===== src/rtl/bvx_pkg.sv =====
`timescale 1ns / 1ps
// Package for the byte register machine executor.
// Holds opcodes, status codes, controller states and the command and status
// structures shared by the controller and the datapath. Depends on nothing.
package bvx_pkg;

   localparam int DEF_PC_BITS     = 16;
   localparam int DEF_STACK_DEPTH = 32;
   localparam int REG_COUNT       = 16;
   localparam int REG_IDX_BITS    = 4;
   localparam int DIV_STEPS       = 8;

   localparam logic CMD_START = 1'b0;
   localparam logic CMD_EXEC  = 1'b1;

   localparam logic [7:0] OP_HALT  = 8'd0;
   localparam logic [7:0] OP_LOAD  = 8'd1;
   localparam logic [7:0] OP_MOV   = 8'd2;
   localparam logic [7:0] OP_PUSH  = 8'd3;
   localparam logic [7:0] OP_POP   = 8'd4;
   localparam logic [7:0] OP_INC   = 8'd5;
   localparam logic [7:0] OP_DEC   = 8'd6;
   localparam logic [7:0] OP_ADD   = 8'd7;
   localparam logic [7:0] OP_SUB   = 8'd8;
   localparam logic [7:0] OP_MUL   = 8'd9;
   localparam logic [7:0] OP_DIV   = 8'd10;
   localparam logic [7:0] OP_CMP   = 8'd11;
   localparam logic [7:0] OP_JMP   = 8'd12;
   localparam logic [7:0] OP_RJMP  = 8'd13;
   localparam logic [7:0] OP_JNZ_F = 8'd14;
   localparam logic [7:0] OP_JNZ_B = 8'd15;
   localparam logic [7:0] OP_JZ_F  = 8'd16;
   localparam logic [7:0] OP_JZ_B  = 8'd17;
   localparam logic [7:0] OP_JLT_F = 8'd18;
   localparam logic [7:0] OP_JLT_B = 8'd19;
   localparam logic [7:0] OP_JLU_F = 8'd20;
   localparam logic [7:0] OP_JLU_B = 8'd21;
   localparam logic [7:0] OP_JGT_F = 8'd22;
   localparam logic [7:0] OP_JGT_B = 8'd23;
   localparam logic [7:0] OP_JLA_F = 8'd24;
   localparam logic [7:0] OP_JLA_B = 8'd25;
   localparam logic [7:0] OP_AND   = 8'd34;
   localparam logic [7:0] OP_OR    = 8'd35;
   localparam logic [7:0] OP_XOR   = 8'd36;
   localparam logic [7:0] OP_NOT   = 8'd37;
   localparam logic [7:0] OP_SHL   = 8'd38;
   localparam logic [7:0] OP_SHR   = 8'd39;

   typedef enum logic [1:0] {
      ST_OK       = 2'd0,
      ST_UNKNOWN  = 2'd1,
      ST_DIV_ZERO = 2'd2,
      ST_HALTED   = 2'd3
   } status_type;

   typedef enum logic [2:0] {
      S_IDLE,
      S_READ_OPS,
      S_EXECUTE,
      S_DIVIDE,
      S_COMMIT,
      S_CLEAR_SRC
   } state_type;

   typedef struct packed {
      logic load;
      logic cap_ab;
      logic cap_d;
      logic div_start;
      logic commit;
      logic clear_src;
   } ctrl_cmd_type;

   typedef struct packed {
      logic div_op;
      logic div_busy;
      logic mov_op;
      logic out_free;
   } dp_status_type;

endpackage


===== src/rtl/bvx_ctrl.sv =====
`timescale 1ns / 1ps
// Controller state machine of the executor.
// Sequences operand reads, execution, division, commit and the clearing of a mov source. Uses bvx_pkg.
module bvx_ctrl
   import bvx_pkg::*;
(
   input  logic          clock,
   input  logic          reset,
   input  logic          req_tvalid,
   output logic          req_tready,
   input  dp_status_type st,
   output ctrl_cmd_type  cmd
);

   state_type state_ff;
   state_type state_in;

   always_ff @(posedge clock) begin
      if (reset) begin
         state_ff <= S_IDLE;
      end else begin
         state_ff <= state_in;
      end
   end

   always_comb begin
      state_in   = state_ff;
      cmd        = '0;
      req_tready = 1'b0;
      case (state_ff)
         S_IDLE: begin
            req_tready = 1'b1;
            if (req_tvalid) begin
               cmd.load = 1'b1;
               state_in = S_READ_OPS;
            end
         end
         S_READ_OPS: begin
            cmd.cap_ab = 1'b1;
            state_in   = S_EXECUTE;
         end
         S_EXECUTE: begin
            cmd.cap_d = 1'b1;
            if (st.div_op) begin
               cmd.div_start = 1'b1;
               state_in      = S_DIVIDE;
            end else begin
               state_in = S_COMMIT;
            end
         end
         S_DIVIDE: begin
            if (!st.div_busy) begin
               state_in = S_COMMIT;
            end
         end
         S_COMMIT: begin
            if (st.out_free) begin
               cmd.commit = 1'b1;
               state_in   = st.mov_op ? S_CLEAR_SRC : S_IDLE;
            end
         end
         S_CLEAR_SRC: begin
            cmd.clear_src = 1'b1;
            state_in      = S_IDLE;
         end
         default: begin
            state_in = S_IDLE;
         end
      endcase
   end

endmodule


===== src/rtl/bvx_dpath.sv =====
`timescale 1ns / 1ps
// Datapath of the executor: register file, stack memory, machine registers,
// bit-serial divider, execute logic and the result register. Uses bvx_pkg.
module bvx_dpath
   import bvx_pkg::*;
#(
   parameter int PC_BITS     = DEF_PC_BITS,
   parameter int STACK_DEPTH = DEF_STACK_DEPTH
)
(
   input  logic          clock,
   input  logic          reset,
   input  logic [31:0]   req_tdata,
   input  logic          req_tuser,
   input  ctrl_cmd_type  cmd,
   output dp_status_type st,
   input  logic          rsp_tready,
   output logic          rsp_tvalid,
   output logic [31:0]   rsp_tdata
);

   localparam int SP_BITS = (STACK_DEPTH > 1) ? $clog2(STACK_DEPTH) : 1;
   localparam logic [SP_BITS-1:0] SP_TOP = SP_BITS'(STACK_DEPTH - 1);

   logic                    cmd_ff;
   logic [7:0]              op_ff;
   logic [REG_IDX_BITS-1:0] d_ff;
   logic [REG_IDX_BITS-1:0] s1_ff;
   logic [7:0]              imm_ff;

   logic [7:0]              rf_mem [REG_COUNT];
   logic [REG_COUNT-1:0]    rf_vld_ff;
   logic [REG_IDX_BITS-1:0] rd_addr0;
   logic [REG_IDX_BITS-1:0] rd_addr1;
   logic [7:0]              rd0_ff;
   logic [7:0]              rd1_ff;
   logic                    rd0_vld_ff;
   logic                    rd1_vld_ff;
   logic [7:0]              rd0;
   logic [7:0]              rd1;
   logic                    rf_we;
   logic [REG_IDX_BITS-1:0] rf_waddr;
   logic [7:0]              rf_wdata;

   logic [7:0]              stk_mem [STACK_DEPTH];
   logic [STACK_DEPTH-1:0]  stk_vld_ff;
   logic [7:0]              stk_rd_ff;
   logic                    stk_rd_vld_ff;
   logic                    stk_we;
   logic [SP_BITS-1:0]      stk_waddr;
   logic [7:0]              stk_wdata;

   logic [7:0]              a_ff;
   logic [7:0]              b_ff;
   logic [7:0]              off_ff;
   logic [7:0]              pop_ff;

   logic [PC_BITS-1:0]      pc_ff;
   logic [PC_BITS-1:0]      pc_in;
   logic [SP_BITS-1:0]      sp_ff;
   logic [SP_BITS-1:0]      sp_in;
   logic [SP_BITS-1:0]      sp_inc;
   logic [SP_BITS-1:0]      sp_dec;
   logic                    run_ff;
   logic                    run_in;

   logic                    div_busy_ff;
   logic [3:0]              div_cnt_ff;
   logic [7:0]              div_q_ff;
   logic [7:0]              div_r_ff;
   logic [8:0]              div_part;
   logic [8:0]              div_diff;

   logic                    exec_ok;
   logic [PC_BITS-1:0]      pc_step;
   logic [7:0]              res;
   logic [7:0]              rep_val;
   logic                    wrote;
   logic                    jump_take;
   status_type              status;

   logic                    rsp_tvalid_ff;
   logic [31:0]             rsp_tdata_ff;

   assign sp_inc = (sp_ff == SP_TOP) ? '0 : sp_ff + 1'b1;
   assign sp_dec = (sp_ff == '0) ? SP_TOP : sp_ff - 1'b1;

   always_ff @(posedge clock) begin
      if (cmd.load) begin
         cmd_ff <= req_tuser;
         op_ff  <= req_tdata[31:24];
         d_ff   <= req_tdata[23:20];
         s1_ff  <= req_tdata[19:16];
         imm_ff <= req_tdata[7:0];
      end
      if (cmd.cap_ab) begin
         a_ff <= rd0;
         b_ff <= rd1;
      end
      if (cmd.cap_d) begin
         off_ff <= rd0;
         pop_ff <= stk_rd_vld_ff ? stk_rd_ff : 8'd0;
      end
   end

   assign rd_addr0 = cmd.load ? req_tdata[19:16] : d_ff;
   assign rd_addr1 = req_tdata[15:12];

   always_ff @(posedge clock) begin
      rd0_ff     <= rf_mem[rd_addr0];
      rd1_ff     <= rf_mem[rd_addr1];
      rd0_vld_ff <= rf_vld_ff[rd_addr0];
      rd1_vld_ff <= rf_vld_ff[rd_addr1];
      if (rf_we) begin
         rf_mem[rf_waddr] <= rf_wdata;
      end
   end

   assign rd0 = rd0_vld_ff ? rd0_ff : 8'd0;
   assign rd1 = rd1_vld_ff ? rd1_ff : 8'd0;

   always_ff @(posedge clock) begin
      if (reset) begin
         rf_vld_ff <= '0;
      end else if (rf_we) begin
         rf_vld_ff[rf_waddr] <= 1'b1;
      end
   end

   always_ff @(posedge clock) begin
      stk_rd_ff     <= stk_mem[sp_inc];
      stk_rd_vld_ff <= stk_vld_ff[sp_inc];
      if (stk_we) begin
         stk_mem[stk_waddr] <= stk_wdata;
      end
   end

   always_ff @(posedge clock) begin
      if (reset) begin
         stk_vld_ff <= '0;
      end else if (stk_we) begin
         stk_vld_ff[stk_waddr] <= 1'b1;
      end
   end

   // Restoring division, one quotient bit per cycle.
   assign div_part = {div_r_ff, div_q_ff[7]};
   assign div_diff = div_part - {1'b0, b_ff};

   always_ff @(posedge clock) begin
      if (reset) begin
         div_busy_ff <= 1'b0;
      end else if (cmd.div_start) begin
         div_busy_ff <= 1'b1;
      end else if (div_busy_ff && div_cnt_ff == 4'd1) begin
         div_busy_ff <= 1'b0;
      end
   end

   always_ff @(posedge clock) begin
      if (cmd.div_start) begin
         div_q_ff   <= a_ff;
         div_r_ff   <= 8'd0;
         div_cnt_ff <= 4'(DIV_STEPS);
      end else if (div_busy_ff) begin
         div_cnt_ff <= div_cnt_ff - 4'd1;
         if (!div_diff[8]) begin
            div_r_ff <= div_diff[7:0];
            div_q_ff <= {div_q_ff[6:0], 1'b1};
         end else begin
            div_r_ff <= div_part[7:0];
            div_q_ff <= {div_q_ff[6:0], 1'b0};
         end
      end
   end

   assign exec_ok = (cmd_ff == CMD_EXEC) && run_ff;
   assign pc_step = pc_ff + 1'b1;

   always_comb begin
      res       = 8'd0;
      wrote     = 1'b0;
      jump_take = 1'b0;
      status    = ST_OK;
      case (op_ff)
         OP_HALT: begin
            wrote = 1'b0;
         end
         OP_LOAD: begin
            res   = imm_ff;
            wrote = 1'b1;
         end
         OP_MOV: begin
            res   = a_ff;
            wrote = 1'b1;
         end
         OP_PUSH: begin
            wrote = 1'b1;
         end
         OP_POP: begin
            res   = pop_ff;
            wrote = 1'b1;
         end
         OP_INC: begin
            res   = off_ff + 8'd1;
            wrote = 1'b1;
         end
         OP_DEC: begin
            res   = off_ff - 8'd1;
            wrote = 1'b1;
         end
         OP_ADD: begin
            res   = a_ff + b_ff;
            wrote = 1'b1;
         end
         OP_SUB: begin
            res   = a_ff - b_ff;
            wrote = 1'b1;
         end
         OP_MUL: begin
            res   = 8'(a_ff * b_ff);
            wrote = 1'b1;
         end
         OP_DIV: begin
            wrote = 1'b1;
            if (b_ff == 8'd0) begin
               status = ST_DIV_ZERO;
            end else begin
               res = div_q_ff;
            end
         end
         OP_CMP: begin
            res   = {7'd0, (a_ff & b_ff) == b_ff};
            wrote = 1'b1;
         end
         OP_JMP, OP_RJMP: begin
            jump_take = 1'b1;
         end
         OP_JNZ_F, OP_JNZ_B: begin
            jump_take = (a_ff != 8'd0);
         end
         OP_JZ_F, OP_JZ_B: begin
            jump_take = (a_ff == 8'd0);
         end
         OP_JLT_F, OP_JLT_B, OP_JLU_F, OP_JLU_B, OP_JLA_F, OP_JLA_B: begin
            jump_take = (a_ff < b_ff);
         end
         OP_JGT_F, OP_JGT_B: begin
            jump_take = (a_ff > b_ff);
         end
         OP_AND: begin
            res   = a_ff & b_ff;
            wrote = 1'b1;
         end
         OP_OR: begin
            res   = a_ff | b_ff;
            wrote = 1'b1;
         end
         OP_XOR: begin
            res   = a_ff ^ b_ff;
            wrote = 1'b1;
         end
         OP_NOT: begin
            res   = ~off_ff;
            wrote = 1'b1;
         end
         OP_SHL: begin
            res   = (b_ff >= 8'd8) ? 8'd0 : 8'(a_ff << b_ff[2:0]);
            wrote = 1'b1;
         end
         OP_SHR: begin
            res   = (b_ff >= 8'd8) ? 8'd0 : (a_ff >> b_ff[2:0]);
            wrote = 1'b1;
         end
         default: begin
            status = ST_UNKNOWN;
         end
      endcase
   end

   always_comb begin
      pc_in     = pc_ff;
      sp_in     = sp_ff;
      run_in    = run_ff;
      rf_we     = 1'b0;
      rf_waddr  = d_ff;
      rf_wdata  = res;
      stk_we    = 1'b0;
      stk_waddr = sp_ff;
      stk_wdata = off_ff;
      rep_val   = res;
      if (op_ff == OP_MOV && d_ff == s1_ff) begin
         rep_val = 8'd0;
      end
      if (cmd.clear_src) begin
         rf_we    = 1'b1;
         rf_waddr = s1_ff;
         rf_wdata = 8'd0;
      end else if (cmd.commit) begin
         if (cmd_ff == CMD_START) begin
            pc_in  = '0;
            sp_in  = SP_TOP;
            run_in = 1'b1;
         end else if (run_ff) begin
            pc_in = pc_step;
            if (jump_take) begin
               pc_in = op_ff[0] ? pc_step - PC_BITS'(off_ff) : pc_step + PC_BITS'(off_ff);
            end
            if (op_ff == OP_HALT) begin
               run_in = 1'b0;
            end
            rf_we = wrote;
            if (op_ff == OP_PUSH) begin
               stk_we = 1'b1;
               sp_in  = sp_dec;
            end
            if (op_ff == OP_POP) begin
               stk_we    = 1'b1;
               stk_waddr = sp_inc;
               stk_wdata = 8'd0;
               sp_in     = sp_inc;
            end
         end
      end
   end

   always_ff @(posedge clock) begin
      if (reset) begin
         pc_ff  <= '0;
         sp_ff  <= SP_TOP;
         run_ff <= 1'b0;
      end else begin
         pc_ff  <= pc_in;
         sp_ff  <= sp_in;
         run_ff <= run_in;
      end
   end

   always_ff @(posedge clock) begin
      if (reset) begin
         rsp_tvalid_ff <= 1'b0;
      end else if (cmd.commit) begin
         rsp_tvalid_ff <= 1'b1;
      end else if (rsp_tready) begin
         rsp_tvalid_ff <= 1'b0;
      end
   end

   always_ff @(posedge clock) begin
      if (cmd.commit) begin
         rsp_tdata_ff[15:0] <= 16'(pc_in);
         rsp_tdata_ff[16]   <= run_in;
         if (cmd_ff == CMD_START) begin
            rsp_tdata_ff[18:17] <= ST_OK;
            rsp_tdata_ff[31:19] <= '0;
         end else if (!run_ff) begin
            rsp_tdata_ff[18:17] <= ST_HALTED;
            rsp_tdata_ff[31:19] <= '0;
         end else begin
            rsp_tdata_ff[18:17] <= status;
            rsp_tdata_ff[19]    <= wrote;
            rsp_tdata_ff[23:20] <= wrote ? d_ff : 4'd0;
            rsp_tdata_ff[31:24] <= wrote ? rep_val : 8'd0;
         end
      end
   end

   assign st.div_op   = exec_ok && (op_ff == OP_DIV);
   assign st.div_busy = div_busy_ff;
   assign st.mov_op   = exec_ok && (op_ff == OP_MOV);
   assign st.out_free = !rsp_tvalid_ff || rsp_tready;

   assign rsp_tvalid = rsp_tvalid_ff;
   assign rsp_tdata  = rsp_tdata_ff;

endmodule


===== src/rtl/byte_register_vm_executor.sv =====
`timescale 1ns / 1ps
// Top level of the byte register machine executor.
// Joins bvx_ctrl and bvx_dpath. Uses bvx_pkg.
//
//  channel | direction | tdata                              | tuser
//  req     | in        | instruction[31:0]                  | command
//  rsp     | out       | next_pc, running, status, wrote,   | -
//          |           | written_index, written_value       |
//
// A request transfer passes through S_READ_OPS, S_EXECUTE and S_COMMIT before its result is
// registered for output, and the next request is taken once the controller is back in S_IDLE. Mov
// adds S_CLEAR_SRC to clear its source; div adds S_DIVIDE for eight bit-serial divider steps.
// A new item is accepted only once the previous one has committed; one
// finished result may wait in the output register meanwhile.
// Reset clears the register file and stack valid bits, pc and the run flag, and sets sp to the stack top.
// A stalled result holds the next commit until the output register frees.
module byte_register_vm_executor
   import bvx_pkg::*;
#(
   parameter int PC_BITS     = DEF_PC_BITS,
   parameter int STACK_DEPTH = DEF_STACK_DEPTH
)
(
   input  logic        clock,
   input  logic        reset,
   input  logic        req_tvalid,
   output logic        req_tready,
   input  logic [31:0] req_tdata,  // instruction[31:0]
   input  logic        req_tuser,  // command
   output logic        rsp_tvalid,
   input  logic        rsp_tready,
   // next_pc[15:0], running[16], status[18:17], wrote_register[19],
   // written_index[23:20], written_value[31:24]
   output logic [31:0] rsp_tdata
);

   ctrl_cmd_type  cmd;
   dp_status_type st;

   bvx_ctrl u_ctrl (
      .clock      (clock),
      .reset      (reset),
      .req_tvalid (req_tvalid),
      .req_tready (req_tready),
      .st         (st),
      .cmd        (cmd)
   );

   bvx_dpath #(
      .PC_BITS     (PC_BITS),
      .STACK_DEPTH (STACK_DEPTH)
   ) u_dpath (
      .clock      (clock),
      .reset      (reset),
      .req_tdata  (req_tdata),
      .req_tuser  (req_tuser),
      .cmd        (cmd),
      .st         (st),
      .rsp_tready (rsp_tready),
      .rsp_tvalid (rsp_tvalid),
      .rsp_tdata  (rsp_tdata)
   );

endmodule


===== config.mk =====
export PLATFORM = sky130hd
export DESIGN_NAME = byte_register_vm_executor
export DESIGN_NICKNAME = d
export VERILOG_FILES = /design/src/rtl/bvx_pkg.sv /design/src/rtl/bvx_ctrl.sv /design/src/rtl/bvx_dpath.sv /design/src/rtl/byte_register_vm_executor.sv
export SDC_FILE = /design/constraint.sdc
export NUM_CORES = 1
export LEC_CHECK = 0
export BUFFER_PORTS_ARGS = -buffer_cell sky130_fd_sc_hd__buf_2
export CAP_MARGIN = 20
export CORE_ASPECT_RATIO = 0.5
export CORE_MARGIN = 2
export CORE_UTILIZATION = 40
export CTS_CLUSTER_DIAMETER = 40
export DETAILED_ROUTE_END_ITERATION = 6
export PLACE_DENSITY = 0.52
export SLEW_MARGIN = 0
export SYNTH_ARGS = -nofsm -noshare
export SYNTH_HDL_FRONTEND = slang
export SYNTH_SLANG_ARGS = --single-unit

===== constraint.sdc =====
create_clock -name clock -period 6.9 [get_ports clock]
set_input_delay 0.345 -clock clock [delete_from_list [all_inputs] [get_ports clock]]
set_output_delay 0.345 -clock clock [all_outputs]
set_load 0.05 [all_outputs]

## Word-level counts from Yosys, hierarchy flattened

Memories as Yosys holds them, arrays and structs flattened. A register that Yosys moved wholly into a read port is not among the register bits.
Index checks and enable logic that the tools add are counted.

- Bits in registers: 187
- Bits in writable memories: 384
- Output and inout bits: 34
- Word-level logic and storage cells: 226
- Memories kept: 2

Memory list:

| memory | words | width | rd ports | clocked after Yosys merged registers in | wr ports | line | text |
|---|---|---|---|---|---|---|---|
| u_dpath.stk_mem | 32 | 8 | 1 | 1 | 1 | bvx_dpath.sv:45 | `logic [7:0] stk_mem [STACK_DEPTH];` |
| u_dpath.rf_mem | 16 | 8 | 2 | 2 | 1 | bvx_dpath.sv:31 | `logic [7:0] rf_mem [REG_COUNT];` |

- Add/sub/neg operators: 11
- $mul: 1
- Magnitude comparators: 10
- Equality and inequality tests: 45
- Shift-type cells: 2
- Mux-type cells: 87
- Bitwise logic cells: 10
- Reductions and logical operators: 30

Operators with widths:

| operator | count |
|---|---|
| 8-bit one-hot mux with 16 select lines | 1 |
| 8-bit 2-to-1 mux | 13 |
| 16-bit 2-to-1 mux | 6 |
| 8-bit by 5-bit equality test with 1-bit output, second input constant | 10 |
| 8-bit by 4-bit equality test with 1-bit output, second input constant | 8 |
| 5-bit 2-to-1 mux | 11 |
| 8-bit by 6-bit equality test with 1-bit output, second input constant | 6 |
| 1-bit 2-to-1 mux | 38 |
| 8-bit by 3-bit equality test with 1-bit output, second input constant | 4 |
| 32-bit bitwise OR | 1 |
| 31-bit OR reduction | 1 |
| 8-bit logical NOT | 3 |
| 17-bit OR reduction | 1 |
| 16-bit by 1-bit adder with 16-bit output, second input constant | 1 |
| 16-bit by 8-bit adder with 16-bit output | 1 |
| 8-bit by 2-bit equality test with 1-bit output, second input constant | 2 |
| 16-bit bitwise OR | 1 |
| 16-bit by 8-bit subtractor with 16-bit output | 1 |
| 4-bit by 5-bit < comparator with 1-bit output, second input constant | 3 |
| 3-bit 2-to-1 mux | 5 |
| 3-bit one-hot mux with 5 select lines | 1 |
| 5-bit by 6-bit < comparator with 1-bit output, second input constant | 2 |
| 9-bit by 8-bit subtractor with 9-bit output | 1 |
| 8-bit by 1-bit adder with 8-bit output, second input constant | 1 |
| 50 further kinds | 74 |

## Longest topological paths before layout

- Word-level depth: 12
- Depth in mapped cells: 20

## Modules after synthesis

From an unflattened synthesis, not the netlist that was laid out.

- Cell total of the unflattened synthesis: 2221
- Area total of the unflattened synthesis: 29390.7 um^2

Modules (own cells, without submodules):

| module | instances | cells each | area an instance (um^2) |
|---|---|---|---|
| bvx_dpath | 1 | 2186 | 29122.9 |
| bvx_ctrl | 1 | 35 | 267.8 |

## Least setup slack after synthesis

No wires, ideal clock.

- Path type: register -> register
- Start: reg u_dpath.b_ff[2]
- End: mem u_dpath.rf_mem[0][7] (data pin)
- Arrival time: 4.403 ns
- Required time: 6.584 ns
- Slack: 2.181 ns
- Cell stages (with the launch flop): 18
- Path buffers: 2
- Clock period less this slack: 4.719 ns
- Cell sequence: edfxtp_1 clkbuf_1 clkbuf_1 nand2_1 fa_1 fa_1 inv_1 fa_1 inv_1 fa_1 inv_1 ha_1 a21oi_1 xnor2_1 xnor2_1 a221o_1 a211oi_1 nor2_1

- Longest elaborated chain between the ends: 4
- Elaborated cells on any way between the ends: 12
- Those cells by class: add/sub: 2; mul: 1; order compare: 1; shift: 2; mux: 5; reduce/logical: 1

RTL lines:

| what | line | text |
|---|---|---|
| start, declared | bvx_dpath.sv:54 | `logic [7:0] b_ff;` |
| start signal, assigned | bvx_dpath.sv:98 | `b_ff <= rd1;` |
| parallel branches: the longest is 2 deep, another holds 8-bit by 8-bit multiplier with 8-bit output | -- |  |
| 8-bit one-hot mux with 16 select lines * | bvx_dpath.sv:185 | `case (op_ff)` |
| 8-bit 2-to-1 mux * | bvx_dpath.sv:295 | `if (cmd.clear_src) begin` |
| named net u_dpath.rf_wdata[7] | bvx_dpath.sv:43 | `logic [7:0] rf_wdata;` |
| end, declared | bvx_dpath.sv:31 |  |

Mark *: on every way through the listed nets, which the timed path passes.

## Final worst setup path

- Start: reg u_dpath.b_ff[2]
- End: mem u_dpath.rf_mem[3][7] (data pin)

The elaborated chain is that of the path after synthesis.

==> results.cfg <==
[die]
row_count = 70
floorplan.die.height_um = 196
start_util = 0.404
core_mm2 = 0.0730
ioPinCount = 71
die_area_mm2 = 0.0759
die_w_um = 388

[min_path]
whs_path_depth = 3
timing.hold.worst.class = primary input to flip-flop

[sta]
report.final.hold_viol_count = 0
drv_slew = 0
max_slew_margin = 0.211
holdWs_ns = 0.0614
timing.final.ws_setup_ns = 1.37
tightest_slew_ns = 1.17
fin_crit_sh = 0.801
final_period_minus_worst_setup_slack_ns = 5.53
maxClockFrequency_mhz = 181
fin_worst_skew_ns = 0.0341
setup_total_negative_slack_ns = 0
unrepaired_setup_endpoints_after_global_routing = no
timing.final.setup_violations = 0

[clock_network]
cts_root_buffer = clkbuf_16
cts_tree = done
htreeDepth = 3
clock_path_buffers = 3
cts_inserted_buffers = 67
numClockSinks = 595
clkSlewWorstSetupHoldPaths_ns = 0.06
clock_insertion_delay_worst_skew_ns = 0.64

[synthesis]
synth-xor-area-share = 0.0217
synth_flop_cell = edfxtp_1
postSynthNetCount = 2443
synth.distinct_cells = 95
synthesis.instances = 2304
postSynthRegisterBits = 595
synthArstFlopShare = 0
synth_compound_gate_area_share = 0.108
synth.avg_cell_area_um2 = 12.8
synth_simple_gate_area_share = 0.104
synth_edf_count = 481
cell_area_after_technology_mapping_mm2 = 0.0294
combinational_family_with_the_most_area_after_synthesis = multiplexers
synth.yosys.warnings = 0
synth-adder-area-share = 0.0477
post_synth_mux_area_share = 0.117
synth_sequential_area_ratio = 0.568

[detailed_routing]
drtPass1Iterations = 5
ant_nets = 0
detail_route.drc_violations = 0
detailedRoute.firstIterationViolations = 1667
postRouteWirelength_um = 81600
num_vias = 19397
detail_route.wl_per_cell_um = 23.9
via_per_inst = 5.69

[grt]
grt_pass1_wl_um = 121000
groute.usage.overall = 0.213
antenna_violations_before_repair = 1
grt_start_max_net_pins = 77
grt_pass1_vias = 18839
grt.overflow.total = 0

[pwr]
power_density_mw_per_mm2 = 259
power.ir.vdd_worst_v = 0.000189
leakage_nw = 11.4

[place]
finalWeightedCongestion = 0.920
port-buffer-count = 66
dpl_worst_slack_ns = 1.40
hpwlAfterDp_um = 54200
post_placement_cell_count = 3254

[final_layout]
multiInputGateArea_mm2 = 0.0118
finalNonFillerCells = 3410
flow.area_growth_from_synthesis_pct = 13.1
layout.area.seq_mm2 = 0.0167
final_net_count = 2521
layout_commonest_cell = edfxtp_1
post_route_cells_drive_above_1_share = 0.156
fillers = 6609
final_cell_mix = edfxtp_1, nor2_1, nand2_1

[critical_path]
logic_depth_of_the_worst_register_to_register_path = 17
setup.worst_path.end_class = flip-flop
cp.required_ns = 7.17
start_kind = flip-flop
timing_worst_setup_path_type = flip-flop to flip-flop
critical_path_arrival_ns = 5.80
cp_max_fo = 20

[status]
run_status = finished, final reports clean

[run]
max-cap-violations = 0
==> Yosys cell counts (13+ instances only) <==
master / number / area [um2]
ha_1: 85 / 1060
inv_1: 84 / 315
mux4_1: 15 / 394
a31oi_1: 30 / 188
o22ai_1: 23 / 144
a211oi_1: 28 / 210
nor3_1: 31 / 155
nand2_1: 159 / 597
o211ai_1: 15 / 113
nor4_1: 13 / 81.3
nor2b_1: 41 / 257
fa_1: 17 / 340
clkbuf_1: 88 / 330
nand2b_1: 17 / 106
and3_1: 14 / 87.6
mux4_2: 109 / 2450
a21o_1: 13 / 97.6
a21oi_1: 137 / 686
nor2_1: 226 / 848
dfxtp_1: 114 / 2280
nand3_1: 36 / 180
xor2_1: 21 / 184
o221ai_1: 34 / 298
mux2i_1: 53 / 531
buf_2: 19 / 95.1
edfxtp_1: 481 / 14400
nand4_1: 13 / 81.3
xnor2_1: 50 / 438
o21ai_0: 101 / 505
and2_1: 48 / 300
==> power by group <==
group	internal [mW]	switching, mW	total [mW]	leakage [nW]
Combinational	0.393	0.600	0.993	5.07
Sequential	3.96	0.0965	4.05	5.29
Clock	2.04	1.54	3.59	1.07
Total	6.39	2.24	8.63	11.4
==> worst max-delay path: stages, from the launching register on <==
cell	delay [ns]
edfxtp_1	0.76
ha_1	0.31
inv_1	0.10
fa_1	0.45
fa_1	0.51
inv_1	0.04
ha_1	0.26
inv_1	0.04
fa_1	0.47
inv_1	0.04
ha_1	0.31
a21o_1	0.19
a21oi_1	0.21
xnor2_1	0.10
xnor2_1	0.29
a221o_1	0.21
a211oi_1	0.07
nor2_1	0.80
==> cell type report <==
class / instances / share of cell area
Clock inverter: 36 / 0.0101
Multi-Input combinational cell: 1493 / 0.355
Timing Repair Buffer: 140 / 0.0296
Tap cell: 972 / 0.0365
Inverter: 85 / 0.00958
Clock buffer: 88 / 0.0565
Sequential cell: 595 / 0.502
Antenna cell: 1 / 0.0000751
==> worst paths after layout <==
kind	start	end	slack, ns
setup reg to reg	u_dpath.b_ff[2]	u_dpath.rf_mem[3][7]	1.37
setup / recovery	u_dpath.b_ff[2]	u_dpath.rf_mem[3][7]	1.37
hold / removal	rsp_tready	u_dpath.rsp_tvalid	0.06
hold reg to reg	u_dpath.stk_vld_ff[29]	u_dpath.stk_vld_ff[29]	0.47
==> metal layers <==
layer  track usage  routed length [um]
met2         0.334               37300
met3        0.0346                4420
met5             0                   0
met1         0.311               38400
met4        0.0519                1430
==> per-stage QoR <==
stage,util,power [mW],instance area (um2)
floorplan,-,4.81,29400
global placement,0.421,5.10,30700
detailed placement,0.422,5.10,30800
CTS,0.456,8.71,33200
global route,0.457,8.95,33300
finish,0.457,8.63,33300
==> sequential cells by signal (all words and copies together), names as in the netlist, 4 cells and up <==
name	flops
u_dpath.rf_mem	128
u_dpath.off_ff	8
u_dpath.rsp_tdata	32
u_dpath.div_cnt_ff	4
u_dpath.a_ff	8
u_dpath.stk_mem	256
u_dpath.stk_rd_ff	8
u_dpath.imm_ff	8
u_dpath.rf_vld_ff	16
u_dpath.b_ff	8
u_dpath.div_r_ff	8
u_dpath.stk_vld_ff	32
u_dpath.pop_ff	8
u_dpath.op_ff	8
u_dpath.s1_ff	4
u_dpath.rd1_ff	8
u_dpath.div_q_ff	8
u_dpath.pc_ff	16
u_dpath.sp_ff	5
u_dpath.d_ff	4
u_dpath.rd0_ff	8
==> cell families after synthesis <==
| kind of cell | count (synthesis) |
|---|---|
| AO/OA/AOI/OAI | 492 |
| XOR/XNOR | 72 |
| adder cells (fa/ha/maj) | 102 |
| buffers and inverters | 216 |
| flip-flops | 595 |
| multiplexers | 182 |
| AND/OR/NAND/NOR | 645 |
==> timing repair <==
item,4_1_cts,5_1_grt
setup endpoints to repair,0,0
hold endpoints to repair,25,0
hold buffers,25,0
setup buffers,0,0
gates resized for setup,0,0
(Power assumes the default switching activity.)
